### config.mk
export PLATFORM = sky130hd
export DESIGN_NAME = dpbc_div
export DESIGN_NICKNAME = d
export VERILOG_FILES = /design/src/hdl/dpbc_pkg.sv /design/src/hdl/dpbc_div.sv
export SDC_FILE = /design/constraint.sdc
export NUM_CORES = 1
export LEC_CHECK = 0
export BUFFER_PORTS_ARGS = -buffer_cell sky130_fd_sc_hd__buf_4
export CORE_ASPECT_RATIO = 1.1
export CORE_MARGIN = 2
export CORE_UTILIZATION = 40
export CTS_BUF_LIST = sky130_fd_sc_hd__clkbuf_8
export DETAILED_ROUTE_END_ITERATION = 8
export GPL_TIMING_DRIVEN = 0
export PLACE_DENSITY_LB_ADDON = 0.1
export REMOVE_ABC_BUFFERS = 1
export SYNTH_ARGS = -nofsm -noshare
export SYNTH_HDL_FRONTEND = slang
export SYNTH_SLANG_ARGS = --single-unit
### constraint.sdc
create_clock -name aclk -period 5.5 [get_ports aclk]
set_input_delay 0.825 -clock aclk [delete_from_list [all_inputs] [get_ports aclk]]
set_output_delay 0.825 -clock aclk [all_outputs]
set_load 0.005 [all_outputs]
### src/hdl/dpbc_pkg.sv
`timescale 1ns / 1ps
`default_nettype none
// ----------------------------------------------------------------------------
// dpbc_pkg
// Shared types, constants and codes of the day-phase brightness clock.
// ----------------------------------------------------------------------------
package dpbc_pkg;

    localparam int unsigned CFG_IDX_W  = 3;
    localparam int unsigned CFG_DATA_W = 16;
    localparam int unsigned HOUR_W     = 5;
    localparam int unsigned LEVEL_W    = 16;
    localparam int unsigned SOD_W      = 17;
    localparam int unsigned DIV_DVD_W  = 64;
    localparam int unsigned DIV_DVS_W  = 27;
    localparam int unsigned DIV_CNT_W  = 7;

    // Register indexes of the configuration port
    localparam logic [CFG_IDX_W-1:0] REG_DAWN_START  = 3'd0;
    localparam logic [CFG_IDX_W-1:0] REG_DAY_START   = 3'd1;
    localparam logic [CFG_IDX_W-1:0] REG_DUSK_START  = 3'd2;
    localparam logic [CFG_IDX_W-1:0] REG_NIGHT_START = 3'd3;
    localparam logic [CFG_IDX_W-1:0] REG_NIGHT_LEVEL = 3'd4;
    localparam logic [CFG_IDX_W-1:0] REG_DAY_LEVEL   = 3'd5;

    // Phase codes
    localparam logic [1:0] PH_NIGHT = 2'd0;
    localparam logic [1:0] PH_DAWN  = 2'd1;
    localparam logic [1:0] PH_DAY   = 2'd2;
    localparam logic [1:0] PH_DUSK  = 2'd3;

    // Request kinds on the input tuser bit
    localparam logic REQ_TICK   = 1'b0;
    localparam logic REQ_ANCHOR = 1'b1;

    localparam logic [SOD_W-1:0] SEC_PER_HOUR = 17'd3600;

    // Second-of-day reduction: 86,400,000 = 1024 * 84375 and 1000 = 8 * 125
    localparam logic [16:0] DAY_MS_K   = 17'd84375;
    localparam logic [13:0] FOLD_C1    = 14'd9019;    // 2^18 mod 84375
    localparam logic [12:0] FOLD_C2    = 13'd4861;    // 2^36 mod 84375
    localparam logic [15:0] DAY_MS_RCP = 16'd50903;   // floor(2^32 / 84375)
    localparam logic [6:0]  SEC_K      = 7'd125;
    localparam logic [17:0] SEC_RCP    = 18'd134217;  // floor(2^24 / 125)

    typedef struct packed {
        logic [HOUR_W-1:0]  dawn_start;
        logic [HOUR_W-1:0]  day_start;
        logic [HOUR_W-1:0]  dusk_start;
        logic [HOUR_W-1:0]  night_start;
        logic [LEVEL_W-1:0] night_level;
        logic [LEVEL_W-1:0] day_level;
    } cfg_t;

    typedef struct packed {
        logic        known;
        logic [63:0] wall;
    } queue_item_t;

    typedef struct packed {
        logic                 start;
        logic [DIV_DVD_W-1:0] dividend;   // MSB-aligned
        logic [DIV_DVS_W-1:0] divisor;
        logic [DIV_CNT_W-1:0] steps;
    } div_req_t;

    typedef struct packed {
        logic                 done;
        logic [DIV_DVD_W-1:0] quot;
    } div_rsp_t;

    function automatic logic [SOD_W-1:0] hour_to_sec(input logic [HOUR_W-1:0] h);
        return SOD_W'(h) * SEC_PER_HOUR;
    endfunction

endpackage
`default_nettype wire

### src/hdl/dpbc_div.sv
`timescale 1ns / 1ps
`default_nettype none
// ----------------------------------------------------------------------------
// dpbc_div
// Restoring divider, one quotient bit per cycle, MSB-aligned dividend.
// ----------------------------------------------------------------------------
module dpbc_div
    import dpbc_pkg::*;
(
    input  wire logic     aclk,
    input  wire logic     aresetn,
    input  wire div_req_t req,
    output div_rsp_t      rsp
);

    logic [DIV_DVD_W-1:0] dvd_reg, dvd_next;
    logic [DIV_DVD_W-1:0] quot_reg, quot_next;
    logic [DIV_DVS_W-1:0] rem_reg, rem_next;
    logic [DIV_DVS_W-1:0] dvs_reg, dvs_next;
    logic [DIV_CNT_W-1:0] cnt_reg, cnt_next;
    logic                 busy_reg, busy_next;
    logic                 done_reg, done_next;

    logic [DIV_DVS_W:0] trial;
    logic               ge;

    assign trial = {rem_reg, dvd_reg[DIV_DVD_W-1]};
    assign ge    = trial >= {1'b0, dvs_reg};

    always_comb begin
        dvd_next  = dvd_reg;
        quot_next = quot_reg;
        rem_next  = rem_reg;
        dvs_next  = dvs_reg;
        cnt_next  = cnt_reg;
        busy_next = busy_reg;
        done_next = 1'b0;
        if (req.start) begin
            dvd_next  = req.dividend;
            dvs_next  = req.divisor;
            cnt_next  = req.steps;
            quot_next = '0;
            rem_next  = '0;
            busy_next = 1'b1;
        end else if (busy_reg) begin
            // shift in one dividend bit, subtract when it fits
            rem_next  = ge ? DIV_DVS_W'(trial - {1'b0, dvs_reg}) : trial[DIV_DVS_W-1:0];
            quot_next = {quot_reg[DIV_DVD_W-2:0], ge};
            dvd_next  = {dvd_reg[DIV_DVD_W-2:0], 1'b0};
            cnt_next  = cnt_reg - 1'b1;
            if (cnt_reg == DIV_CNT_W'(1)) begin
                busy_next = 1'b0;
                done_next = 1'b1;
            end
        end
    end

    always_ff @(posedge aclk) begin
        if (!aresetn) begin
            busy_reg <= 1'b0;
            done_reg <= 1'b0;
            cnt_reg  <= '0;
        end else begin
            busy_reg <= busy_next;
            done_reg <= done_next;
            cnt_reg  <= cnt_next;
        end
        dvd_reg  <= dvd_next;
        quot_reg <= quot_next;
        rem_reg  <= rem_next;
        dvs_reg  <= dvs_next;
    end

    assign rsp.done = done_reg;
    assign rsp.quot = quot_reg;

endmodule
`default_nettype wire

# After elaboration in Yosys (flattened, before gate mapping)
# Cells that the tools add are included.
[word_totals]
out_inout_bits = 65
elab_cells = 24
reg_bits = 191
inputBits = 101
[classes]
n_reduce_logical = 2
eq_ne = 1
muxes = 9
addsub = 2
order_cmp = 1
n_bitwise = 2
[ops]
columns = ["operator", "count"]
rows = [
  ["$mux W64", 2],
  ["$ge A28 B27 Y1", 1],
  ["$mux W27", 1],
  ["$sub A27 B27 Y27", 1],
  ["$mux W7", 2],
  ["$eq A7 B1 Y1 const B", 1],
  ["$sub A7 B1 Y7 const B", 1],
  ["$mux W1", 4],
  ["$reduce_or A3 Y1", 1],
  ["$not A1 Y1", 2],
  ["$reduce_bool A2 Y1", 1],
]

# Longest topological paths before layout
[logic_depth]
word_depth = 4
depth_mapped = 13
depth_no_buf = 11

# Worst setup path before layout
# OpenSTA, ideal clock, no wires.
[synth_timing]
path_kind = "input to register"
start = "input req[98] (netlist bit)"
end = "register dvd_reg[0], enable pin"
t_arrival_ns = 2.743
setup_time_ns = 0.424
t_required_ns = 5.076
cell_stages = 4
setup_slack_ns = 2.333
n_path_buf = 2
path_cell_list = "clkbuf_1 inv_1 clkbuf_1 nand2_1"
[synth_via]
elab_chain_cells = 1
[synth_rtl]
columns = ["element", "line", "source"]
rows = [
  ["start: declaration", "dpbc_div.sv:12", "input wire div_req_t req,"],
  ["$reduce_bool A2 Y1 (no source line)", "n/a", ""],
  ["end signal: assignment", "dpbc_div.sv:68", "dvd_reg <= dvd_next;"],
  ["end: declaration", "dpbc_div.sv:16", "logic [DIV_DVD_W-1:0] dvd_reg, dvd_next;"],
]
# Every way passes these cells.
# A chain may end at the register's enable or synchronous reset.

# Final worst setup path
[layout_timing]
start = "register dvs_reg[0]"
end = "register rem_reg[0]"
[layout_via]
elab_chain_cells = 2
word_cells_on_any_way = 3
classes_between = "1 x add/sub; 1 x order compare; 1 x mux"
[layout_rtl]
columns = ["element", "line", "source"]
rows = [
  ["start: declaration", "dpbc_div.sv:19", "logic [DIV_DVS_W-1:0] dvs_reg, dvs_next;"],
  ["start signal: assignment", "dpbc_div.sv:71", "dvs_reg <= dvs_next;"],
  ["$sub A27 B27 Y27 / $ge A28 B27 Y1 (equally long branches)", "dpbc_div.sv:47, dpbc_div.sv:28", ""],
  ["$mux W27 *", "dpbc_div.sv:47", "rem_next = ge ? DIV_DVS_W'(trial - {1'b0, dvs_reg}) : trial[DIV_DVS_W-1:0];"],
  ["end signal: assignment", "dpbc_div.sv:70", "rem_reg <= rem_next;"],
  ["end: declaration", "dpbc_div.sv:18", "logic [DIV_DVS_W-1:0] rem_reg, rem_next;"],
]
# Every way passes the cells marked *; elsewhere a longest branch is shown, timed or not.

==> results_dict.tcl <==
set metrics [dict create \
    die-area_um2 23510 \
    finalCritPeriodShare_pct 61.12 \
    antenna_cells 0 \
    dpl.hpwl_um 12250 \
    drc 0 \
    grt_pass1_vias 5901 \
    wirelength_um 17990 \
    cts_sinks 191 \
    finalHoldViolations 0 \
    switching_share_pct 28.37 \
    end_kind "flip-flop" \
    crit_required_ns 5.88 \
    die_x_um 146.4 \
    rows 57 \
    drv_slew 0 \
    post_drt_via_cell_ratio 4.918 \
    hp-start "quot_reg[63]$_SDFFE_PP0P_" \
    grt.overflow.total 0 \
    synth_async_sr_flop_share_pct 0 \
    outcome "finished clean" \
    avgSynthCellArea_um2 11.35 \
    whs_path_depth 2 \
    fmax_mhz 297.5 \
    area_growth_syn_to_layout_pct 21.56 \
    first_pass_iters 4 \
    num_vias 6093 \
    antenna_found_initial 0 \
    port_buffers 165 \
    wl_per_cell_um 14.52 \
    p_leak_nw 4.521 \
    power.total_w 0.003053 \
    ir_drop_mv 0.1753 \
    path_depth 10 \
    grt_start_max_net_pins 110 \
    cp_max_fo 30 \
    coreArea_um2 21970 \
    clock_power_share_pct 31.0 \
    yosysSeqAreaShare_pct 53.08 \
    setup_viol 0 \
    gp_congestion 0.7949 \
    synth_edf_count 91 \
    crit_path_cell_trace "ha_1 -> fa_1 -> nand2b_1 -> a21oi_1 -> o22a_1 -> nand3_1 -> nand4_1 -> and2_2 -> mux2_4 -> a211oi_2" \
    fin_hold_ws_ns 0.5061 \
    crit_start "dvs_reg[0]$_DFFE_PP_" \
    rsz0062_at_grt "no" \
    maxCapViolations 0 \
    finalClockSkew_ns 0.03012 \
    final_common_cell "buf_4" \
    maxSlewHeadroom_pct 42.36 \
    dp.cells 1207 \
    synthesis.area_um2 8920 \
    grt_usage_pct 15.06 \
    synth.distinct_cells 60 \
    crit_buf_inv 0 \
    path_delay_family "simple AND/OR/NAND/NOR gates" \
    fin_nets 1062 \
    tightestPinTransition_ns 0.8645 \
    path_class "reg -> reg" \
    nFillCells 2138 \
    slowest_delay_ns 0.74 \
    crit_slowest_cell "and2_2" \
    antenna_left 0 \
    switching_power_w 0.0008663 \
    start_util_pct 40.61 \
    holdCritPathClass "reg -> reg" \
    layout_common_cells "buf_4, nor2_1, dfxtp_1" \
    die_h_um 160.6 \
    clk_pin_slew_ns 0.11 \
    yosysWarnings 0 \
    critPathArrivalTime_ns 3.74 \
    cts_buffer_depth 2 \
    cts-resized-gates 0 \
    post-cts-setup-buffers 0 \
    drive_above_1_share_pct 29.56 \
    dr.first_iter.drc_count 284 \
    root_buffer "clkbuf_8" \
    boundaryPins 166 \
    hold_buffers 0 \
    synthFlopType "dfxtp_1" \
    min_period_ns 3.362 \
    synth_cells 786 \
    stdcell_count 1239 \
    ys_ff_latch 191 \
    power.density_nw_per_um2 281.6 \
    cts_buffers 17 \
    worst_setup_path_start_kind "flip-flop" \
    ff2ff_path_depth 10 \
    p_comb_share_pct 15.4 \
    grt_pass1_wl_um 29090 \
    rr_startpoint "dvs_reg[0]$_DFFE_PP_" \
    pwr-share-seq_pct 53.6 \
    clk_latency_ns 0.47 \
    cts_max_level 4 \
    p_int_w 0.002187 \
    cts_tree "done" \
]
-- cell type report --
class	instances	area [µm²]	share of cell area (%)
flip-flops and latches	191	4738	43.70
multi-input cells	517	3882	35.81
repair buffers	167	1301	12.00
well taps	295	369.1	3.404
clock buffers	18	247.7	2.285
clock inverters	14	165.2	1.523
inverters	37	138.9	1.281
-- layer usage --
layer / up-vias / GRT usage [%] / part of all wire (%)
li1: 3097 / - / -
met1: 2877 / 18.88 / 45
met2: 107 / 24.59 / 47
met3: 12 / 5.653 / 6.5
met4: 0 / 3.972 / 1.1
met5: - / 0 / 0
-- path summary, 6_finish.rpt --
kind	endpoint	slack [ns]
min	quot_reg[63]$_SDFFE_PP0P_	0.51
max	rem_reg[0]$_SDFFE_PP0P_	2.14
min reg2reg	quot_reg[63]$_SDFFE_PP0P_	0.51
max reg2reg	rem_reg[0]$_SDFFE_PP0P_	2.14
-- kinds of logic after synthesis --
family	after synthesis	synth area share, %
AND/OR/NAND/NOR	192	9.314
flip-flops	191	53.08
multiplexers	149	17.67
AO/OA/AOI/OAI	117	9.300
buffers and inverters	78	3.493
adder cells (fa/ha/maj)	30	4.292
XOR/XNOR	29	2.847
-- synth_stat cells, types with 3 or more instances --
| cell type | count | area, µm² |
|---|---|---|
| and3_1 | 4 | 25.02 |
| ha_1 | 29 | 362.9 |
| o22ai_1 | 3 | 18.77 |
| clkbuf_1 | 29 | 108.9 |
| nand2_1 | 32 | 120.1 |
| nor3_1 | 9 | 45.04 |
| edfxtp_1 | 91 | 2733 |
| o21ai_0 | 13 | 65.06 |
| and2_1 | 4 | 25.02 |
| buf_1 | 6 | 22.52 |
| xnor2_1 | 19 | 166.4 |
| a21oi_2 | 3 | 26.28 |
| inv_1 | 36 | 135.1 |
| a211oi_1 | 21 | 157.7 |
| nor2_1 | 107 | 401.6 |
| o21ai_1 | 3 | 15.01 |
| dfxtp_1 | 100 | 2002 |
| a31oi_1 | 5 | 31.28 |
| xor2_1 | 10 | 87.58 |
| nor2b_1 | 11 | 68.82 |
| mux2i_1 | 84 | 840.8 |
| o211a_1 | 3 | 30.03 |
| a21oi_1 | 27 | 135.1 |
| nand3_1 | 13 | 65.06 |
| o211ai_1 | 5 | 37.54 |
| a21o_1 | 11 | 82.58 |
| mux2_2 | 64 | 720.7 |
-- power by group through the flow --
stage | clock network, W | logic [W] | registers (W)
final | 0.000947 | 0.000469 | 0.00164
after detailed placement | 0 | 0.000475 | 0.00167
after global placement | 0 | 0.000472 | 0.00169
after CTS | 0.000980 | 0.000476 | 0.00164
after global routing | 0.00103 | 0.000524 | 0.00165
after floorplan | 0 | 0.000329 | 0.00167
-- worst register-to-register path, stage by stage (launching register included) --
cell and delay (ns):
edfxtp_1 0.41, ha_1 0.23, fa_1 0.40, nand2b_1 0.18, a21oi_1 0.25, o22a_1 0.25, nand3_1 0.12, nand4_1 0.14
and2_2 0.74, mux2_4 0.36, a211oi_2 0.20
-- per-stage QoR --
stage,setup WS (ns),area [µm²],utilization (%),TNS (ns)
after global routing,1.927,10840,49.36,0
after detailed placement,2.103,10430,47.48,0
after CTS,2.059,10840,49.36,0
final,2.138,10840,49.36,0
after global placement,-3.827,10350,47.14,-261.97
after floorplan,-0.9532,8747,-,-61.01
No activity file was read; power rests on OpenSTA's default activity.
