===== src/hdl/dpbc_pkg.sv =====
`timescale 1ns / 1ps
`default_nettype none
// ----------------------------------------------------------------------------
// dpbc_pkg
// Shared types, constants and codes of the day-phase brightness clock.
// ----------------------------------------------------------------------------
package dpbc_pkg;

    localparam int unsigned CFG_IDX_W  = 3;
    localparam int unsigned CFG_DATA_W = 16;
    localparam int unsigned HOUR_W     = 5;
    localparam int unsigned LEVEL_W    = 16;
    localparam int unsigned SOD_W      = 17;
    localparam int unsigned DIV_DVD_W  = 64;
    localparam int unsigned DIV_DVS_W  = 27;
    localparam int unsigned DIV_CNT_W  = 7;

    // Register indexes of the configuration port
    localparam logic [CFG_IDX_W-1:0] REG_DAWN_START  = 3'd0;
    localparam logic [CFG_IDX_W-1:0] REG_DAY_START   = 3'd1;
    localparam logic [CFG_IDX_W-1:0] REG_DUSK_START  = 3'd2;
    localparam logic [CFG_IDX_W-1:0] REG_NIGHT_START = 3'd3;
    localparam logic [CFG_IDX_W-1:0] REG_NIGHT_LEVEL = 3'd4;
    localparam logic [CFG_IDX_W-1:0] REG_DAY_LEVEL   = 3'd5;

    // Phase codes
    localparam logic [1:0] PH_NIGHT = 2'd0;
    localparam logic [1:0] PH_DAWN  = 2'd1;
    localparam logic [1:0] PH_DAY   = 2'd2;
    localparam logic [1:0] PH_DUSK  = 2'd3;

    // Request kinds on the input tuser bit
    localparam logic REQ_TICK   = 1'b0;
    localparam logic REQ_ANCHOR = 1'b1;

    localparam logic [SOD_W-1:0] SEC_PER_HOUR = 17'd3600;

    // Second-of-day reduction: 86,400,000 = 1024 * 84375 and 1000 = 8 * 125
    localparam logic [16:0] DAY_MS_K   = 17'd84375;
    localparam logic [13:0] FOLD_C1    = 14'd9019;    // 2^18 mod 84375
    localparam logic [12:0] FOLD_C2    = 13'd4861;    // 2^36 mod 84375
    localparam logic [15:0] DAY_MS_RCP = 16'd50903;   // floor(2^32 / 84375)
    localparam logic [6:0]  SEC_K      = 7'd125;
    localparam logic [17:0] SEC_RCP    = 18'd134217;  // floor(2^24 / 125)

    typedef struct packed {
        logic [HOUR_W-1:0]  dawn_start;
        logic [HOUR_W-1:0]  day_start;
        logic [HOUR_W-1:0]  dusk_start;
        logic [HOUR_W-1:0]  night_start;
        logic [LEVEL_W-1:0] night_level;
        logic [LEVEL_W-1:0] day_level;
    } cfg_t;

    typedef struct packed {
        logic        known;
        logic [63:0] wall;
    } queue_item_t;

    typedef struct packed {
        logic                 start;
        logic [DIV_DVD_W-1:0] dividend;   // MSB-aligned
        logic [DIV_DVS_W-1:0] divisor;
        logic [DIV_CNT_W-1:0] steps;
    } div_req_t;

    typedef struct packed {
        logic                 done;
        logic [DIV_DVD_W-1:0] quot;
    } div_rsp_t;

    function automatic logic [SOD_W-1:0] hour_to_sec(input logic [HOUR_W-1:0] h);
        return SOD_W'(h) * SEC_PER_HOUR;
    endfunction

endpackage
`default_nettype wire


===== src/hdl/dpbc_fifo.sv =====
`timescale 1ns / 1ps
`default_nettype none
// ----------------------------------------------------------------------------
// dpbc_fifo
// Two-entry queue of wall times between the front and back parts.
// ----------------------------------------------------------------------------
module dpbc_fifo
    import dpbc_pkg::*;
(
    input  wire logic        aclk,
    input  wire logic        aresetn,
    input  wire logic        push,
    input  wire queue_item_t push_item,
    output logic             full,
    input  wire logic        pop,
    output logic             not_empty,
    output queue_item_t      head
);

    queue_item_t mem_reg [2];
    logic        wr_ptr_reg, wr_ptr_next;
    logic        rd_ptr_reg, rd_ptr_next;
    logic [1:0]  cnt_reg, cnt_next;
    logic        do_push, do_pop;

    assign full      = cnt_reg == 2'd2;
    assign not_empty = cnt_reg != 2'd0;
    assign do_push   = push && !full;
    assign do_pop    = pop && not_empty;
    assign head      = mem_reg[rd_ptr_reg];

    always_comb begin
        wr_ptr_next = wr_ptr_reg ^ do_push;
        rd_ptr_next = rd_ptr_reg ^ do_pop;
        cnt_next    = cnt_reg + 2'(do_push) - 2'(do_pop);
    end

    always_ff @(posedge aclk) begin
        if (!aresetn) begin
            wr_ptr_reg <= 1'b0;
            rd_ptr_reg <= 1'b0;
            cnt_reg    <= '0;
        end else begin
            wr_ptr_reg <= wr_ptr_next;
            rd_ptr_reg <= rd_ptr_next;
            cnt_reg    <= cnt_next;
        end
        if (do_push) begin
            mem_reg[wr_ptr_reg] <= push_item;
        end
    end

endmodule
`default_nettype wire


===== config.mk =====
export PLATFORM = sky130hd
export DESIGN_NAME = dpbc_fifo
export DESIGN_NICKNAME = d
export VERILOG_FILES = /design/src/hdl/dpbc_pkg.sv /design/src/hdl/dpbc_fifo.sv
export SDC_FILE = /design/constraint.sdc
export NUM_CORES = 1
export LEC_CHECK = 0
export BUFFER_PORTS_ARGS = -buffer_cell sky130_fd_sc_hd__clkbuf_2
export CELL_PAD_IN_SITES_DETAIL_PLACEMENT = 0
export CELL_PAD_IN_SITES_GLOBAL_PLACEMENT = 1
export CORE_AREA = 4 4 127 129
export DETAILED_ROUTE_END_ITERATION = 7
export DIE_AREA = 0 0 131 133
export GPL_TIMING_DRIVEN = 0
export PLACE_DENSITY_LB_ADDON = 0.3
export RECOVER_POWER = 25
export SLEW_MARGIN = 10
export SYNTH_ARGS = -nofsm -noshare
export SYNTH_HDL_FRONTEND = slang
export SYNTH_SLANG_ARGS = --single-unit
export TNS_END_PERCENT = 5

===== constraint.sdc =====
create_clock -name aclk -period 2.8 [get_ports aclk]
set_input_delay 0.14 -clock aclk [delete_from_list [all_inputs] [get_ports aclk]]
set_output_delay 0.14 -clock aclk [all_outputs]
set_load 0.005 [all_outputs]

Word level (Yosys, flattened, before mapping)
Memories as Yosys holds them, arrays and structs flattened. A register that Yosys moved wholly into a read port is not among the register bits.
Index checks and enable logic that the tools add are counted.
{"block": "totals", "regBits": 4, "elab_cells": 16, "n_memories": 1, "ramBits": 130}
{"name": "mem_reg", "words": 2, "width": 65, "rd": 1, "rd_clocked_by_memory_dff": 1, "wr": 1, "line": "dpbc_fifo.sv:20", "rtl": "queue_item_t mem_reg [2];"}
{"block": "classes", "add_sub_neg": 2, "muxes": 3, "bitwise_logic": 2, "reduce_logical": 4, "n_eq_ne": 1}
{"operator": "two-way mux 1 bit", "n": 3}
{"operator": "adder 2 x 1 -> 2 bit", "n": 1}
{"operator": "== test 2 bit, second input constant", "n": 1}
{"operator": "logical AND 1 bit", "n": 2}
{"operator": "nonzero test 2 bit", "n": 1}
{"operator": "subtractor 2 x 1 -> 2 bit", "n": 1}
{"operator": "XOR 1 bit", "n": 2}
{"operator": "logical NOT 1 bit", "n": 1}

Depth between registers and ports, before layout
Gate-level depths: netlist of the first run.
{"block": "depth", "ltp_word": 5, "mapped_depth": 7}

Worst setup path after synthesis of the first run
No wires, ideal clock.
{"block": "synth_timing", "path_kind": "flip-flop to flip-flop", "start": "register cnt_reg[0]", "end": "memory mem_reg[1][0] (netlist bit) (enable)", "setup_time_ps": 430, "path_stages_with_launch": 4, "arrival_ps": 2196, "t_required_ps": 2370, "synth_period_minus_slack_ps": 2626, "path_slack_ps": 174, "path_cell_list": "dfxtp_1 > nand2b_1 > and2_1 > ha_1"}
{"block": "synth_via", "elab_chain_len": 5}
{"item": "start: declaration", "line": "dpbc_fifo.sv:23", "rtl": "logic [1:0] cnt_reg, cnt_next;"}
{"item": "start signal: assignment", "line": "dpbc_fifo.sv:46", "rtl": "cnt_reg <= cnt_next;"}
{"item": "== test 2 bit", "line": "dpbc_fifo.sv:26", "rtl": "assign full = cnt_reg == 2'd2;"}
{"item": "logical NOT 1 bit", "line": "dpbc_fifo.sv:28", "rtl": "assign do_push = push && !full;"}
{"item": "logical AND 1 bit", "line": "dpbc_fifo.sv:28"}
{"item": "two-way mux 1 bit", "line": "dpbc_fifo.sv:48", "rtl": "if (do_push) begin"}
{"item": "two-way mux 1 bit (not written as such)", "line": "dpbc_fifo.sv:49", "rtl": "mem_reg[wr_ptr_reg] <= push_item;"}
{"item": "end: declaration", "line": "dpbc_fifo.sv:20"}
No other way between the ends.

Final worst setup path of the first run
{"block": "layout_timing", "start": "register cnt_reg[0]", "end": "memory mem_reg[1][18] (netlist bit) (enable)"}
The elaborated chain is that of the path after synthesis.

==> results of run 1 <==
## cell families after synthesis
logic type                 after synthesis  share of synthesized area (%)
DFF                                    135                           77.6
buffers and inverters                   10                           1.62
AOI/OAI and AO/OA                        1                          0.146
adders and majority gates                4                          0.970
xor gates and xnor gates                 1                          0.437
muxes                                   67                           18.2
and+or+nand+nor                          9                          0.994
## cell type report
type	count	area, sq um
Buffer	7	72.6
Clock inverter	8	97.6
Multi-Input combinational cell	82	1100
Sequential cell	135	4000
Tap cell	188	235
Inverter	3	11.3
Fill cell	1307	7680
Clock buffer	24	472
Timing Repair Buffer	203	1360
## per-stage QoR
| stage | setup TNS [ns] | area, sq um | total power (uW) | hold slack (ns) |
|---|---|---|---|---|
| after floorplan | 0 | 5160 | 3550 | 0.239 |
| final | 0 | 7350 | 6220 | 0.160 |
| after global placement | -111.84 | 6070 | 4080 | 0.329 |
| after detailed placement | 0 | 6150 | 4120 | 0.334 |
| after CTS | 0 | 7380 | 6340 | 0.141 |
| after global routing | 0 | 7350 | 6550 | 0.170 |
## tightest hold or removal path, stage by stage
cell,delay [ns]
clkbuf_2,0.10
o21a_1,0.15
mux2i_1,0.13
## routing by layer
layer	wire (um)	GRT usage [%]	up-vias
li1	-	-	1338
met1	3930	13.0	1322
met2	4810	18.9	90
met3	533	3.71	12
met4	143	4.80	0
met5	0	0	-
## worst max-delay path by stage
stage          startpoint             end  slack, ns
3_5_place_dp   cnt_reg[0]  mem_reg[1][63]       0.95
6_report       cnt_reg[0]  mem_reg[1][18]       0.96
2_1_floorplan  cnt_reg[0]   mem_reg[1][0]       0.17
5_1_grt        cnt_reg[0]  mem_reg[1][27]       0.84
3_3_place_gp   cnt_reg[0]  mem_reg[1][20]      -0.86
4_1_cts        cnt_reg[0]  mem_reg[0][43]       0.94
## cells in the final DEF, fill, tap and decap left out, drive strengths merged
cell type	instances
o21a	1
clkbuf	159
nand2	2
clkinv	3
clkinvlp	3
and2	2
edfxtp	130
nor2b	2
ha	4
nand2b	2
or2	1
bufinv	2
mux2i	2
xnor3	1
dfxtp	5
mux2	65
dlygate4sd3	66
inv	3
buf	9
## power breakdown
group / internal [uW] / leakage [uW] / switching [uW]
Clock: 1350 / 0.000270 / 760
Sequential: 2560 / 0.00126 / 70.9
Combinational: 832 / 0.00134 / 636
## what timing repair did
| action | in CTS | in global routing |
|---|---|---|
| resized for setup | 0 | 0 |
| hold buffers | 66 | 0 |
| hold endpoints to repair | 131 | 0 |
==> flow_summary.json, run 1 <==
{
  "dp_hpwl_um": 6130,
  "largest_reg_flops": 130,
  "pre_cts_slack_ns": 0.947,
  "async_flop_share_pct": 0,
  "yosysTopAreaCellShare_pct": 75.7,
  "routedWlPerCell_um": 14.5,
  "status": "complete, no violations",
  "crit_type": "reg2reg",
  "cts_setup_buffers": 0,
  "rsz0062_at_grt": "no",
  "maxSlewHeadroom_pct": 70.9,
  "cts_tree": "done",
  "hold_start": "pop",
  "leakage_uw": 0.00287,
  "fin_util_pct": 48.9,
  "gp_congestion": 0.681,
  "dp.cells": 552,
  "cts_root_buf": "clkbuf_16",
  "finalWirelength_um": 9420,
  "reg2reg_from": "cnt_reg[0]",
  "critical_path.cell_chain": "nand2b_1 -> and2_1 -> ha_4 -> buf_16",
  "timing.critical_path.required_ns": 2.89,
  "cp_num_cells": 4,
  "power.density_mw_per_mm2": 845,
  "period_needed_ns": 1.84,
  "report.final.slew_viol_count": 0,
  "grt_pass1_vias": 3058,
  "ioPinCount": 136,
  "die_w_um": 131,
  "dr.pass1.iters": 3,
  "worstSetupStartpointType": "flop",
  "core_area_sq_mm": 0.0150,
  "ys_seq_area_share_pct": 77.6,
  "fmax_mhz": 543,
  "clk_path_buf_depth": 2,
  "nets": 522,
  "ff2ff_setup_slack_ns": 0.96,
  "cp_max_fo": 40,
  "syn_to_final_growth_pct": 42.5,
  "yosysMostFrequentCell": "edfxtp_1",
  "synth-seq-cells": 135,
  "post-route-period-util_pct": 65.7,
  "yosysTopAreaCell": "edfxtp_1",
  "track_usage_pct": 11.3,
  "synth_nets": 300,
  "setup-violations-final": 0,
  "grt_pass1_wl_um": 14800,
  "rr_endpoint": "mem_reg[1][18]",
  "vias_per_cell": 4.25,
  "synthFlopType": "edfxtp_1",
  "drt_iter0_drc": 99,
  "initial_utilization_pct": 34.3,
  "cts_buffers": 17,
  "min_path_cells": 3,
  "die_y_um": 133,
  "stdcell_count": 650,
  "dieArea_sq_mm": 0.0174,
  "syn_area_per_cell_sq_um": 22.7,
  "cp.arrival_ns": 1.93,
  "irDropWorstVdd_mv": 0.365,
  "finClkSkew_ns": 0.00615,
  "io_buffers": 135,
  "syn_area_sq_mm": 0.00516,
  "max_stage_delay_ns": 0.44,
  "grt_start_max_net_pins": 41,
  "reg2regPathDepth": 4,
  "num_antenna_cells": 0,
  "holdPathEnd": "rd_ptr_reg",
  "fin_ws_ns": 0.960,
  "yosys_warnings": 0,
  "hold_path_class": "in2reg",
  "tightest_slew_ns": 0.436,
  "synth-edff-count": 130,
  "crit_family": "adder cells",
  "worstSetupEndpointType": "flop",
  "maxCapViolCount": 0,
  "vias": 2762,
  "grt_antenna_before_repair": 0,
  "overflow": 0,
  "critPathSlowestCell": "ha_4",
  "cts_max_level": 4,
  "synth_common_cells": "edfxtp_1, mux2_4, mux2_2, buf_6, dfxtp_1",
  "clock_latency_ns": 0.40,
  "drive_above_1_share_pct": 47.0,
  "cts_sinks": 135,
  "hold_viol": 0,
  "ant_nets": 0,
  "drc_errors": 0,
  "synthCells": 227,
  "synth_area_leaders": "edfxtp_1, mux2_4, mux2_2, dfxtp_1, buf_6",
  "netlist-cell-type-count": 16,
  "crit_buf_inv": 1,
  "path_clk_slew_ns": 0.05,
  "rows": 45
}
(Power assumes the default switching activity.)
==> run 2: changes to the inputs <==
- clock period: 2.8 -> 1.5 ns (I/O delays scaled with it)
==> run 2 against run 1 <==
Against the previous run: first-iteration DRC count fell by 19%; register-to-register slack got worse by 0.88 ns; clock skew rose by 0.0010 ns; hold slack got worse by 0.086 ns; sequential power rose by 87%; critical path depth did not move; the flow now finishes with violations (setup timing); clock-buffer cell count fell by 4; clock power rose by 82%; largest power group unchanged.
==> flow_summary.json, run 2 (synthesized netlist as in run 1, its figures left out) <==
{
  "status": "finished with violations",
  "violations": "setup timing",
  "vias": 2866,
  "crit_family": "buffers and inverters",
  "grt_pass1_vias": 3077,
  "pre_cts_slack_ns": -0.375,
  "cts_sinks": 135,
  "core_area_sq_mm": 0.0150,
  "io_buffers": 135,
  "worstSetupStartpointType": "flop",
  "nets": 529,
  "rsz0062_at_grt": "yes",
  "cts_tree": "done",
  "final_common_cell": "edfxtp_1",
  "cp_max_fo": 10,
  "path_clk_slew_ns": 0.05,
  "initial_utilization_pct": 34.3,
  "ioPinCount": 136,
  "gp_congestion": 0.629,
  "clk_path_buf_depth": 2,
  "die_w_um": 131,
  "vias_per_cell": 4.36,
  "grt_pass1_wl_um": 15600,
  "cts_root_buf": "clkbuf_16",
  "grt_antenna_before_repair": 0,
  "grt_start_max_net_pins": 33,
  "crit_type": "reg2out",
  "maxCapViolCount": 0,
  "drc_errors": 0,
  "fin_ws_ns": -0.0824,
  "routedWlPerCell_um": 15.5,
  "num_antenna_cells": 0,
  "tns_ns": -3.45,
  "cts_buffers": 17,
  "critPathSlowestCell": "dfxtp_2",
  "cts_max_level": 4,
  "cp_common_cell": "buf_12",
  "fin_area_sq_mm": 0.00748,
  "post-route-period-util_pct": 105,
  "finalWirelength_um": 10200,
  "ant_nets": 0,
  "report.final.slew_viol_count": 0,
  "leakage_uw": 0.00293,
  "die_y_um": 133,
  "place_area_sq_mm": 0.00611,
  "crit_buf_inv": 3,
  "max_stage_delay_ns": 0.35,
  "clock_latency_ns": 0.41,
  "critical_path.cell_chain": "buf_12 -> buf_12 -> mux2_4 -> clkbuf_2",
  "dieArea_sq_mm": 0.0174,
  "mostFrequentLayoutCells": "edfxtp_1, clkbuf_2, dlygate4sd3_1",
  "period_needed_ns": 1.58,
  "worstSetupEndpointType": "primary output",
  "irDropWorstVdd_mv": 0.770,
  "power.density_mw_per_mm2": 1580,
  "tightest_slew_ns": 0.215,
  "fin_util_pct": 49.8,
  "dr.pass1.iters": 4,
  "finClkSkew_ns": 0.00720,
  "setup-violations-final": 52,
  "cp.arrival_ns": 1.51,
  "track_usage_pct": 12.1,
  "syn_to_final_growth_pct": 45.0,
  "drt_iter0_drc": 80,
  "hold_viol": 0,
  "largest_reg_flops": 130,
  "overflow": 0,
  "dp_hpwl_um": 5900,
  "maxSlewHeadroom_pct": 85.7,
  "hold_path_class": "in2reg",
  "rows": 45,
  "timing.critical_path.required_ns": 1.42,
  "drive_above_1_share_pct": 49.0,
  "fmax_mhz": 632
}
run 2: cell types whose count changed in the layout (fill, tap and decap cells not counted), sizes merged:
cell,before,now
clkinvlp,3,2
clkinv,3,8
clkbuf,159,155
buf,9,16
run 2: worst min-delay path: stages:
cell      delay (ns)
clkbuf_2        0.09
o21a_1          0.14
mux2i_1         0.13
run 2: path summary, 6_finish.rpt:
check	depth (start not counted)	end	startpoint	slack, ns
worst max-delay path	4	head[35]	flop	-0.08
worst min-delay path	3	flop	pop	0.07
worst max register to register	6	cnt_reg[1]	cnt_reg[1]	0.08
worst min register to register	2	flop	rd_ptr_reg	0.47
run 2: per-layer routing:
layer	part of all wire (%)	vias up	track usage [%]
li1	-	1356	-
met1	42	1404	13.6
met2	50	90	20.2
met3	5.9	16	4.16
met4	1.8	0	5.66
met5	0	-	0
run 2: per-stage QoR:
step	total power (uW)	std cells	hold slack, ns
after global placement	7620	550	0.265
after floorplan	6660	227	0.174
final	11800	657	0.0732
after detailed placement	7660	550	0.269
after global routing	12400	657	0.0588
after CTS	12000	655	0.0476
run 2: timing repair:
action / CTS / global route
hold endpoints to repair: 135 / 0
setup endpoints to repair: 195 / 116
setup buffers: 7 / 2
hold buffers: 66 / 0
resized for setup: 14 / 1
pin swaps: 1 / 1
run 2: final cells by class:
class	count	area [sq um]
tap	188	235
inverter	3	11.3
timing repair buffer	210	1450
multi-input combinational	82	1110
clock buffer	20	437
clock inverter	12	110
sequential	135	4010
buffer	7	128
fill	1307	7550
run 2: report_power, final:
group          switching (uW)  internal [uW]
registers                 144           4790
logic                    1270           1740
clock network            1440           2410
total                    2860           8940
