## src/hdl/dpbc_pkg.sv

```systemverilog
`timescale 1ns / 1ps
`default_nettype none
// ----------------------------------------------------------------------------
// dpbc_pkg
// Shared types, constants and codes of the day-phase brightness clock.
// ----------------------------------------------------------------------------
package dpbc_pkg;

    localparam int unsigned CFG_IDX_W  = 3;
    localparam int unsigned CFG_DATA_W = 16;
    localparam int unsigned HOUR_W     = 5;
    localparam int unsigned LEVEL_W    = 16;
    localparam int unsigned SOD_W      = 17;
    localparam int unsigned DIV_DVD_W  = 64;
    localparam int unsigned DIV_DVS_W  = 27;
    localparam int unsigned DIV_CNT_W  = 7;

    // Register indexes of the configuration port
    localparam logic [CFG_IDX_W-1:0] REG_DAWN_START  = 3'd0;
    localparam logic [CFG_IDX_W-1:0] REG_DAY_START   = 3'd1;
    localparam logic [CFG_IDX_W-1:0] REG_DUSK_START  = 3'd2;
    localparam logic [CFG_IDX_W-1:0] REG_NIGHT_START = 3'd3;
    localparam logic [CFG_IDX_W-1:0] REG_NIGHT_LEVEL = 3'd4;
    localparam logic [CFG_IDX_W-1:0] REG_DAY_LEVEL   = 3'd5;

    // Phase codes
    localparam logic [1:0] PH_NIGHT = 2'd0;
    localparam logic [1:0] PH_DAWN  = 2'd1;
    localparam logic [1:0] PH_DAY   = 2'd2;
    localparam logic [1:0] PH_DUSK  = 2'd3;

    // Request kinds on the input tuser bit
    localparam logic REQ_TICK   = 1'b0;
    localparam logic REQ_ANCHOR = 1'b1;

    localparam logic [SOD_W-1:0] SEC_PER_HOUR = 17'd3600;

    // Second-of-day reduction: 86,400,000 = 1024 * 84375 and 1000 = 8 * 125
    localparam logic [16:0] DAY_MS_K   = 17'd84375;
    localparam logic [13:0] FOLD_C1    = 14'd9019;    // 2^18 mod 84375
    localparam logic [12:0] FOLD_C2    = 13'd4861;    // 2^36 mod 84375
    localparam logic [15:0] DAY_MS_RCP = 16'd50903;   // floor(2^32 / 84375)
    localparam logic [6:0]  SEC_K      = 7'd125;
    localparam logic [17:0] SEC_RCP    = 18'd134217;  // floor(2^24 / 125)

    typedef struct packed {
        logic [HOUR_W-1:0]  dawn_start;
        logic [HOUR_W-1:0]  day_start;
        logic [HOUR_W-1:0]  dusk_start;
        logic [HOUR_W-1:0]  night_start;
        logic [LEVEL_W-1:0] night_level;
        logic [LEVEL_W-1:0] day_level;
    } cfg_t;

    typedef struct packed {
        logic        known;
        logic [63:0] wall;
    } queue_item_t;

    typedef struct packed {
        logic                 start;
        logic [DIV_DVD_W-1:0] dividend;   // MSB-aligned
        logic [DIV_DVS_W-1:0] divisor;
        logic [DIV_CNT_W-1:0] steps;
    } div_req_t;

    typedef struct packed {
        logic                 done;
        logic [DIV_DVD_W-1:0] quot;
    } div_rsp_t;

    function automatic logic [SOD_W-1:0] hour_to_sec(input logic [HOUR_W-1:0] h);
        return SOD_W'(h) * SEC_PER_HOUR;
    endfunction

endpackage
`default_nettype wire

```

## src/hdl/dpbc_front.sv

```systemverilog
`timescale 1ns / 1ps
`default_nettype none
// ----------------------------------------------------------------------------
// dpbc_front
// Accepts requests, keeps the monotonic clock and anchor, queues wall times.
// ----------------------------------------------------------------------------
module dpbc_front
    import dpbc_pkg::*;
(
    input  wire logic        aclk,
    input  wire logic        aresetn,
    input  wire logic        in_valid,
    output logic             in_ready,
    input  wire logic        in_kind,
    input  wire logic [31:0] in_delta,
    input  wire logic [63:0] in_anchor,
    output logic             push,
    output queue_item_t      push_item,
    input  wire logic        q_full
);

    logic [63:0] mono_reg, mono_next;
    // wall anchor minus monotonic time at the anchor, modulo 2^64
    logic [63:0] offset_reg, offset_next;
    logic        anchored_reg, anchored_next;
    logic        pend_reg, pend_next;
    logic        take;

    assign in_ready = !pend_reg;
    assign take     = in_valid && in_ready;
    assign push     = pend_reg && !q_full;

    assign push_item.known = anchored_reg;
    assign push_item.wall  = offset_reg + mono_reg;

    always_comb begin
        mono_next     = mono_reg;
        offset_next   = offset_reg;
        anchored_next = anchored_reg;
        pend_next     = pend_reg;
        if (push) begin
            pend_next = 1'b0;
        end
        if (take) begin
            if (in_kind == REQ_ANCHOR) begin
                offset_next   = in_anchor - mono_reg;
                anchored_next = 1'b1;
            end else begin
                mono_next = mono_reg + 64'(in_delta);
                pend_next = 1'b1;
            end
        end
    end

    always_ff @(posedge aclk) begin
        if (!aresetn) begin
            mono_reg     <= '0;
            offset_reg   <= '0;
            anchored_reg <= 1'b0;
            pend_reg     <= 1'b0;
        end else begin
            mono_reg     <= mono_next;
            offset_reg   <= offset_next;
            anchored_reg <= anchored_next;
            pend_reg     <= pend_next;
        end
    end

endmodule
`default_nettype wire

```

## config.mk

```make
export PLATFORM = sky130hd
export DESIGN_NAME = dpbc_front
export DESIGN_NICKNAME = d
export VERILOG_FILES = /design/src/hdl/dpbc_pkg.sv /design/src/hdl/dpbc_front.sv
export SDC_FILE = /design/constraint.sdc
export NUM_CORES = 1
export LEC_CHECK = 0
export BUFFER_PORTS_ARGS = -buffer_cell sky130_fd_sc_hd__buf_2
export CAP_MARGIN = 25
export CELL_PAD_IN_SITES_DETAIL_PLACEMENT = 1
export CELL_PAD_IN_SITES_GLOBAL_PLACEMENT = 2
export CORE_AREA = 2 2 215 217
export CTS_CLUSTER_DIAMETER = 80
export DETAILED_ROUTE_END_ITERATION = 16
export DIE_AREA = 0 0 217 219
export PLACE_DENSITY = 0.77
export SYNTH_ARGS = -nofsm -noshare
export SYNTH_HDL_FRONTEND = slang
export SYNTH_SLANG_ARGS = --single-unit
export TNS_END_PERCENT = 100
```

## constraint.sdc

```tcl
create_clock -name aclk -period 4.65 [get_ports aclk]
set_input_delay 0.93 -clock aclk [delete_from_list [all_inputs] [get_ports aclk]]
set_output_delay 0.93 -clock aclk [all_outputs]
set_load 0.02 [all_outputs]
```

== Yosys cells after proc, flatten, opt, wreduce, memory -nomap -nowiden ==
Cells that the tools add are included.
Word-level totals
  register bits after elaboration: 130
  input bits: 101
  output and inout bits: 67
  word-level logic and storage cells: 17
Cells by class
  $add $sub $neg: 3
  muxes and demuxes: 3
  bitwise gates (word level): 1
  reduce and logical (&&, ||, !) cells: 6
Operator list (number)
  $add A64 B32 Y64: 1
  $add A64 B64 Y64: 1
  $sub A64 B64 Y64: 1
  $reduce_and A2 Y1: 2
  $mux W1: 3
  $logic_and A1 B1 Y1: 2
  $logic_not A1 Y1: 2
  $not A1 Y1: 1

== Longest topological paths before layout ==
Gate-level depths: netlist of run 1.
  depth after elaboration: 5
  depth in mapped cells: 15

== Least setup slack after synthesis of run 1 ==
OpenSTA, ideal clock, no wires.
  kind: reg-to-output
  start point: register mono_reg[0]
  end point: output push_item[62] (netlist bit)
  arrival: 3.603 ns
  slack: 0.117 ns
  stages on the path, launching flop included: 15
  buffers on the path: 0
  path through: dfxtp_1 > ha_1 > fa_1 > a21oi_1 > o211ai_1 > a31oi_1 > a31oi_2 > a41oi_2 > o41ai_2 > a41oi_1 > o31ai_1 > a221oi_1 > o21ai_1 > o41ai_1 > xnor2_1
RTL lines
  from (decl): line dpbc_front.sv:22  | logic [63:0] mono_reg, mono_next;
  from (signal assigned): line dpbc_front.sv:62  | mono_reg <= mono_next;
  to (decl): line dpbc_front.sv:18  | output queue_item_t push_item,

==> run metrics, run 1 <==
outcome complete, but fails checks; failing checks setup timing; CP Data Arrival Time 4170 ps; final WL 52400 µm; Area Overhead vs Synth 29.1%; final worst slack -450 ps; # nets final 2449; sum of buffers and inverters on the critical path 3; CTS HTree Levels 4; top cells by area, synth dfxtp_1 19%, ha_1 14%, xnor2_1 6.6%; most frequent CP cell buf_4; crit-path cells ha_4 > fa_2 > a21oi_4 > o211ai_1 > a31oi_2 > a31oi_4 > a41oi_2 > buf_4 > o41ai_4 > buf_6 > a41oi_4 > o31ai_2 > a221oi_4 > o21ai_2 > o41ai_2 > xnor2_1 > buf_4; area of the multi-input gates 11100 µm²; Comb power frac 0.362; max incr delay on CP 370 ps; power density cells 237 nW/µm²; Global Route Usage Sum 0.216; first-pass GRT wire length 81500 µm; Die Area 47500 µm²; initial DRC count 587; IO buf count 167; clock latency on the worst-skew pair 440 ps; Pleak 8.26 nW; layout cells sized above 1 0.221; Avg Cell Area, Syn 7.28 µm²; Setup violations, final 17; antenna cells 0; Seq pwr share 0.288; # IOs 168; post-synthesis register bit count 130; die width 217 µm; fillers 5620; setup TNS -3500 ps; Rows 78; top-count cell post-synth nand2_1; CP top delay family compound AO/OA/AOI/OAI gates; RSZ-0062 raised after global routing yes; Startpoint Class register; Max Clk Rate 0.196 GHz; Placement Cell Area 16300 µm²; max-slew violations 0; HPWL after detailed placement 41300 µm; critical path class register to output port; Crit-path slowest cell fa_2; WL per Instance 18.7 µm; vias per cell 5.25; ANT nets after route 0; Design Area, Final 17900 µm²; HP Class register to register; Worst slew margin 0.351; Final Critical Period 5100 ps; Place WS -763 ps; largest net degree at the start of global routing 79; Syn Std Cell Area 13900 µm²; syn_nets 2167; share of the synthesized area in the top cell type 0.188; Sw Share 0.361; Initial Util 0.308; worst-margin pin slew 974 ps; CTS Buffer Depth 2; clk sink count 130; DRC Markers 0; CTS tree yes; Die Ht 219 µm; primary flip-flop cell chosen by synthesis mapping dfxtp_1; Final Cycle Share 1.10; clock skew 12.7 ps; DRT Pass-1 Iters 5; post-synth top area cell dfxtp_1; # hold bufs at CTS 0; Int Pwr 2.71 mW; clock power share 0.350; gpl congestion 0.865; P_sw 1.53 mW; vias in the first global route 15300; yosys warns 0; largest fanout on the critical path 3; root cell of the clock tree clkbuf_16; initial antenna violation count 1; VDD IR max 227 µV; final hold violations 0; Cells after Synth 1905; routed vias 14700; synth unique cells 73; grt total ovfl 0; CP Capture Type output port; cts bufs inserted 17; critical path required time 3720 ps; FFs w/ async S/R, synth 0; Post-synth top cells 192 x nand2_1, 181 x a21oi_1, 158 x ha_1; clk slew on worst S/H paths 60 ps; Post-synth EDFFs 0; max-capacitance violation count 0; area occupied by registers 2620 µm²; Core ar. 45100 µm²; Seq/Total Area, Yosys 0.188
[what timing repair did]
item | 4_1_cts | 5_1_grt
pin swaps | 40 | 46
resized for setup | 100 | 52
setup buffers | 22 | 16
endpoints found under the setup margin | 30 | 27
hold endpoints to repair | 0 | 0
[through the flow]
| stage | hold WS (ps) | util | power (mW) | instances |
|---|---|---|---|---|
| after global routing | 489 | 0.397 | 4.48 | 2800 |
| final | 463 | 0.397 | 4.25 | 2800 |
| after CTS | 467 | 0.389 | 4.24 | 2785 |
| after global placement | 444 | 0.362 | 2.68 | 2734 |
| after floorplan | 441 | - | 2.17 | 1905 |
| after detailed placement | 452 | 0.362 | 2.71 | 2734 |
[cell families (layout without fill, tap and decap cells)]
kind of cell / Yosys count / in the layout / share of synthesized area
AND/OR/NAND/NOR: 626 / 626 / 0.225
flip-flops: 130 / 130 / 0.188
adder cells (fa/ha/maj): 161 / 161 / 0.147
buffers and inverters: 201 / 496 / 0.0549
AO/OA/AOI/OAI: 624 / 624 / 0.282
XOR/XNOR: 158 / 158 / 0.0997
multiplexers: 5 / 5 / 0.00370
[final timing paths]
path	from	to	slack (ps)	cells past startpoint
min reg2reg	anchored_reg$_SDFFE_PN0P_	anchored_reg$_SDFFE_PN0P_	460	1
max reg2reg	mono_reg[0]$_SDFFE_PN0P_	mono_reg[60]$_SDFFE_PN0P_	480	18
max	mono_reg[0]$_SDFFE_PN0P_	push_item[62]	-450	17
min	anchored_reg$_SDFFE_PN0P_	anchored_reg$_SDFFE_PN0P_	460	1
[cell usage in the layout, fill, tap and decap left out, types with 42 or more instances in the layout]
master	n
a21oi_1	167
o21ai_0	135
xnor2_1	95
ha_1	147
nand4_1	52
nand3_1	64
o21bai_1	42
a21o_1	79
dfxtp_1	120
nor2_1	85
inv_1	110
nand2_1	191
buf_2	141
buf_4	193
xor2_1	52
and2_1	91
[power by group through the flow]
stage	Combinational, mW	Clock, mW	Sequential (mW)
after floorplan	0.939	0	1.23
after global placement	1.44	0	1.24
after detailed placement	1.47	0	1.24
after CTS	1.51	1.52	1.22
after global routing	1.69	1.56	1.23
final	1.54	1.49	1.22
[per-layer routing]
layer	track usage	share of wire	vias to the layer above	routed length (µm)
met3	0.0251	0.021	47	1120
li1	-	-	7381	-
met5	0	0.00015	-	8
met1	0.270	0.46	7088	24200
met2	0.392	0.50	168	26200
met4	0.0543	0.019	2	994
[area by class of cell]
class                      count  area share
tap                          600      0.0419
inverter                     111      0.0233
multi-input combinational   1574       0.621
sequential                   130       0.146
timing repair buffer         353       0.133
clock buffer                  21      0.0263
clock inverter                11     0.00852
[worst reg2reg max path, delay by kind of cell, from the launching register on]
kind            cells  cell delay (ps)
xor+xnor            1              120
fa+ha+maj           2              620
buf+inv             4              630
simple gates        4              620
compound gates      7             1730
flops               1              340
(Power assumes the default switching activity.)
==> inputs of run 2 (changes only) <==
--- a/config.mk
+++ b/config.mk
@@ -13,7 +13,7 @@
 export CTS_CLUSTER_DIAMETER = 80
 export DETAILED_ROUTE_END_ITERATION = 16
 export DIE_AREA = 0 0 217 219
-export PLACE_DENSITY = 0.77
+export PLACE_DENSITY_LB_ADDON = 0.1
 export SYNTH_ARGS = -nofsm -noshare
 export SYNTH_HDL_FRONTEND = slang
 export SYNTH_SLANG_ARGS = --single-unit
==> run metrics, run 2 (synthesized netlist as in run 1, its figures left out) <==
Max Clk Rate 0.193 GHz (-1.7%); max incr delay on CP 360 ps (about the same); Int Pwr 2.64 mW (-2.8%); Setup violations, final 18 (+1); Final Cycle Share 1.12 (+0.0191); grt total ovfl 0 (unchanged); largest fanout on the critical path 3 (unchanged); DRT Pass-1 Iters 5 (unchanged); Seq pwr share 0.297 (+0.009); fillers 5675 (+0.98%); CP Data Arrival Time 4260 ps (+90 ps); IO buf count 167 (unchanged); Die Ht 219 µm (unchanged); most frequent cells in the layout 191 x nand2_1, 175 x buf_4, 174 x a21oi_1; Pleak 8.14 nW (-1.4%); Final Critical Period 5190 ps (+89.0 ps); RSZ-0062 raised after global routing yes; gpl congestion 0.859 (-0.59%); clock power share 0.343 (-0.007); ANT nets after route 0 (unchanged); reg-to-reg setup timing slack 400 ps (-80 ps); VDD IR max 265 µV (+17%); Area Overhead vs Synth 26.1%; Initial Util 0.308 (unchanged); # nets final 2427 (-0.90%); Core ar. 45100 µm² (unchanged); cts bufs inserted 17 (unchanged); Final Power 4.11 mW (-3.1%); Non-Filler Instances 2780 (-0.71%); Global Route Usage Sum 0.218 (+0.00223); CP Capture Type output port; most common cell after layout, fill and taps aside nand2_1; initial antenna violation count 2 (+1); # IOs 168 (unchanged); critical path class register to output port; clock latency on the worst-skew pair 440 ps (about the same); final hold violations 0 (unchanged); Place WS -609 ps (+155 ps); vias in the first global route 15000 (-2.0%); root cell of the clock tree clkbuf_16; reg2reg start mono_reg[1]$_SDFFE_PN0P_; outcome complete, but fails checks; worst-margin pin slew 923 ps (-51.0 ps); clk sink count 130 (unchanged); largest net degree at the start of global routing 99 (+25%); vias per cell 5.19 (-0.95%); Startpoint Class register; max-slew violations 0 (unchanged); crit-path cells ha_4 > fa_2 > a21oi_2 > o211ai_1 > a31oi_1 > buf_4 > a31oi_4 > a41oi_2 > buf_6 > o41ai_4 > buf_4 > buf_6 > nand4_1 > o211ai_1 > a311o_1 > a21oi_2 > buf_4 > o311ai_1 > buf_2; failing checks setup timing; Rows 78 (unchanged); P_sw 1.48 mW (-3.7%); final WL 52200 µm (-0.43%); Comb power frac 0.360 (-0.002); first-pass GRT wire length 81600 µm (+0.11%); critical path required time 3720 ps (about the same); setup TNS -5130 ps (-1630 ps); Placement Cell Area 16200 µm² (-0.72%); HPWL after detailed placement 42300 µm (+2.4%); layout cells sized above 1 0.198 (-0.0235); Crit-path slowest cell dfxtp_2; HP Class register to register; Cells after DPL 2720 (-0.51%); Worst R2R Path Depth 16 (-2); hold endpoint anchored_reg$_SDFFE_PN0P_; final worst slack -539 ps (-89.0 ps); hold_ws 461 ps (-2.12 ps); DRC Markers 0 (unchanged); die width 217 µm (unchanged); r2r endpoint offset_reg[61]$_SDFFE_PN0P_; max-capacitance violation count 0 (unchanged); fin util 0.388 (-0.00932); CTS tree yes; Sw Share 0.359 (-0.00222); clock skew 9.38 ps (-3.34 ps); power density cells 235 nW/µm² (-0.82%); CTS Buffer Depth 2 (unchanged); Worst slew margin 0.385 (+0.0340); hold depth 1 (unchanged); most frequent CP cell buf_4; clk slew on worst S/H paths 60 ps (about the same); hold wc startpoint anchored_reg$_SDFFE_PN0P_; Design Area, Final 17500 µm² (-2.3%); initial DRC count 707 (+20%); routed vias 14400 (-1.7%); CTS HTree Levels 4 (unchanged); Die Area 47500 µm² (unchanged); WL per Instance 18.8 µm (+0.29%); # hold bufs at CTS 0 (unchanged)
-- run 2: cell types whose count changed in the layout (fill, tap and decap cells not counted), moves of 4 or more --
cell / change
dfxtp_1: +6
a21oi_1: +7
buf_4: -18
ha_1: +10
a21oi_2: -4
ha_4: -9
dfxtp_2: -6
-- run 2: metal layers --
layer  global-route usage  share of wire
met3               0.0220          0.023
met2                0.383           0.49
met4               0.0612          0.018
met1                0.283           0.47
met5                    0              0
-- run 2: worst max path at each step --
stage	from	end	slack, ps	depth (start not counted)
after floorplan	mono_reg[0]$_SDFFE_PN0P_	push_item[62]	120	14
after global placement	mono_reg[0]$_SDFFE_PN0P_	push_item[62]	-520	16
after detailed placement	mono_reg[0]$_SDFFE_PN0P_	push_item[62]	-610	16
after CTS	offset_reg[0]$_SDFFE_PN0P_	push_item[60]	-590	20
after global routing	offset_reg[0]$_SDFFE_PN0P_	push_item[60]	-720	19
final	offset_reg[0]$_SDFFE_PN0P_	push_item[60]	-540	19
-- run 2: power by group through the flow --
stage,Clock [mW],Sequential [mW],Combinational (mW)
CTS,1.46,1.22,1.48
global placement,0,1.24,1.44
detailed placement,0,1.25,1.46
floorplan,0,1.23,0.939
global route,1.50,1.23,1.64
finish,1.41,1.22,1.48
-- run 2: cell type report --
| type | count | area [µm²] | share of cell area |
|---|---|---|---|
| clock buffer | 22 | 454 | 0.0260 |
| inverter | 111 | 417 | 0.0238 |
| clock inverter | 10 | 134 | 0.00765 |
| multi-input combinational | 1574 | 10900 | 0.624 |
| tap | 600 | 751 | 0.0429 |
| sequential | 130 | 2610 | 0.149 |
| timing repair buffer | 331 | 2210 | 0.126 |
| antenna | 2 | 5.00 | 0.000286 |
-- run 2: what timing repair did --
action / CTS / global route
setup endpoints to repair: 31 / 29
hold endpoints to repair: 0 / 0
gates resized for setup: 62 / 53
pin swaps: 38 / 25
setup buffers: 18 / 14
-- run 2: critical path: cells and delay by family, from the launching register on --
kind                       cells  cell delay, ps
AOI/OAI and AO/OA             10            2000
buffers and inverters          6             970
DFF                            1             360
adders and majority gates      2             360
and+or+nand+nor                1              90
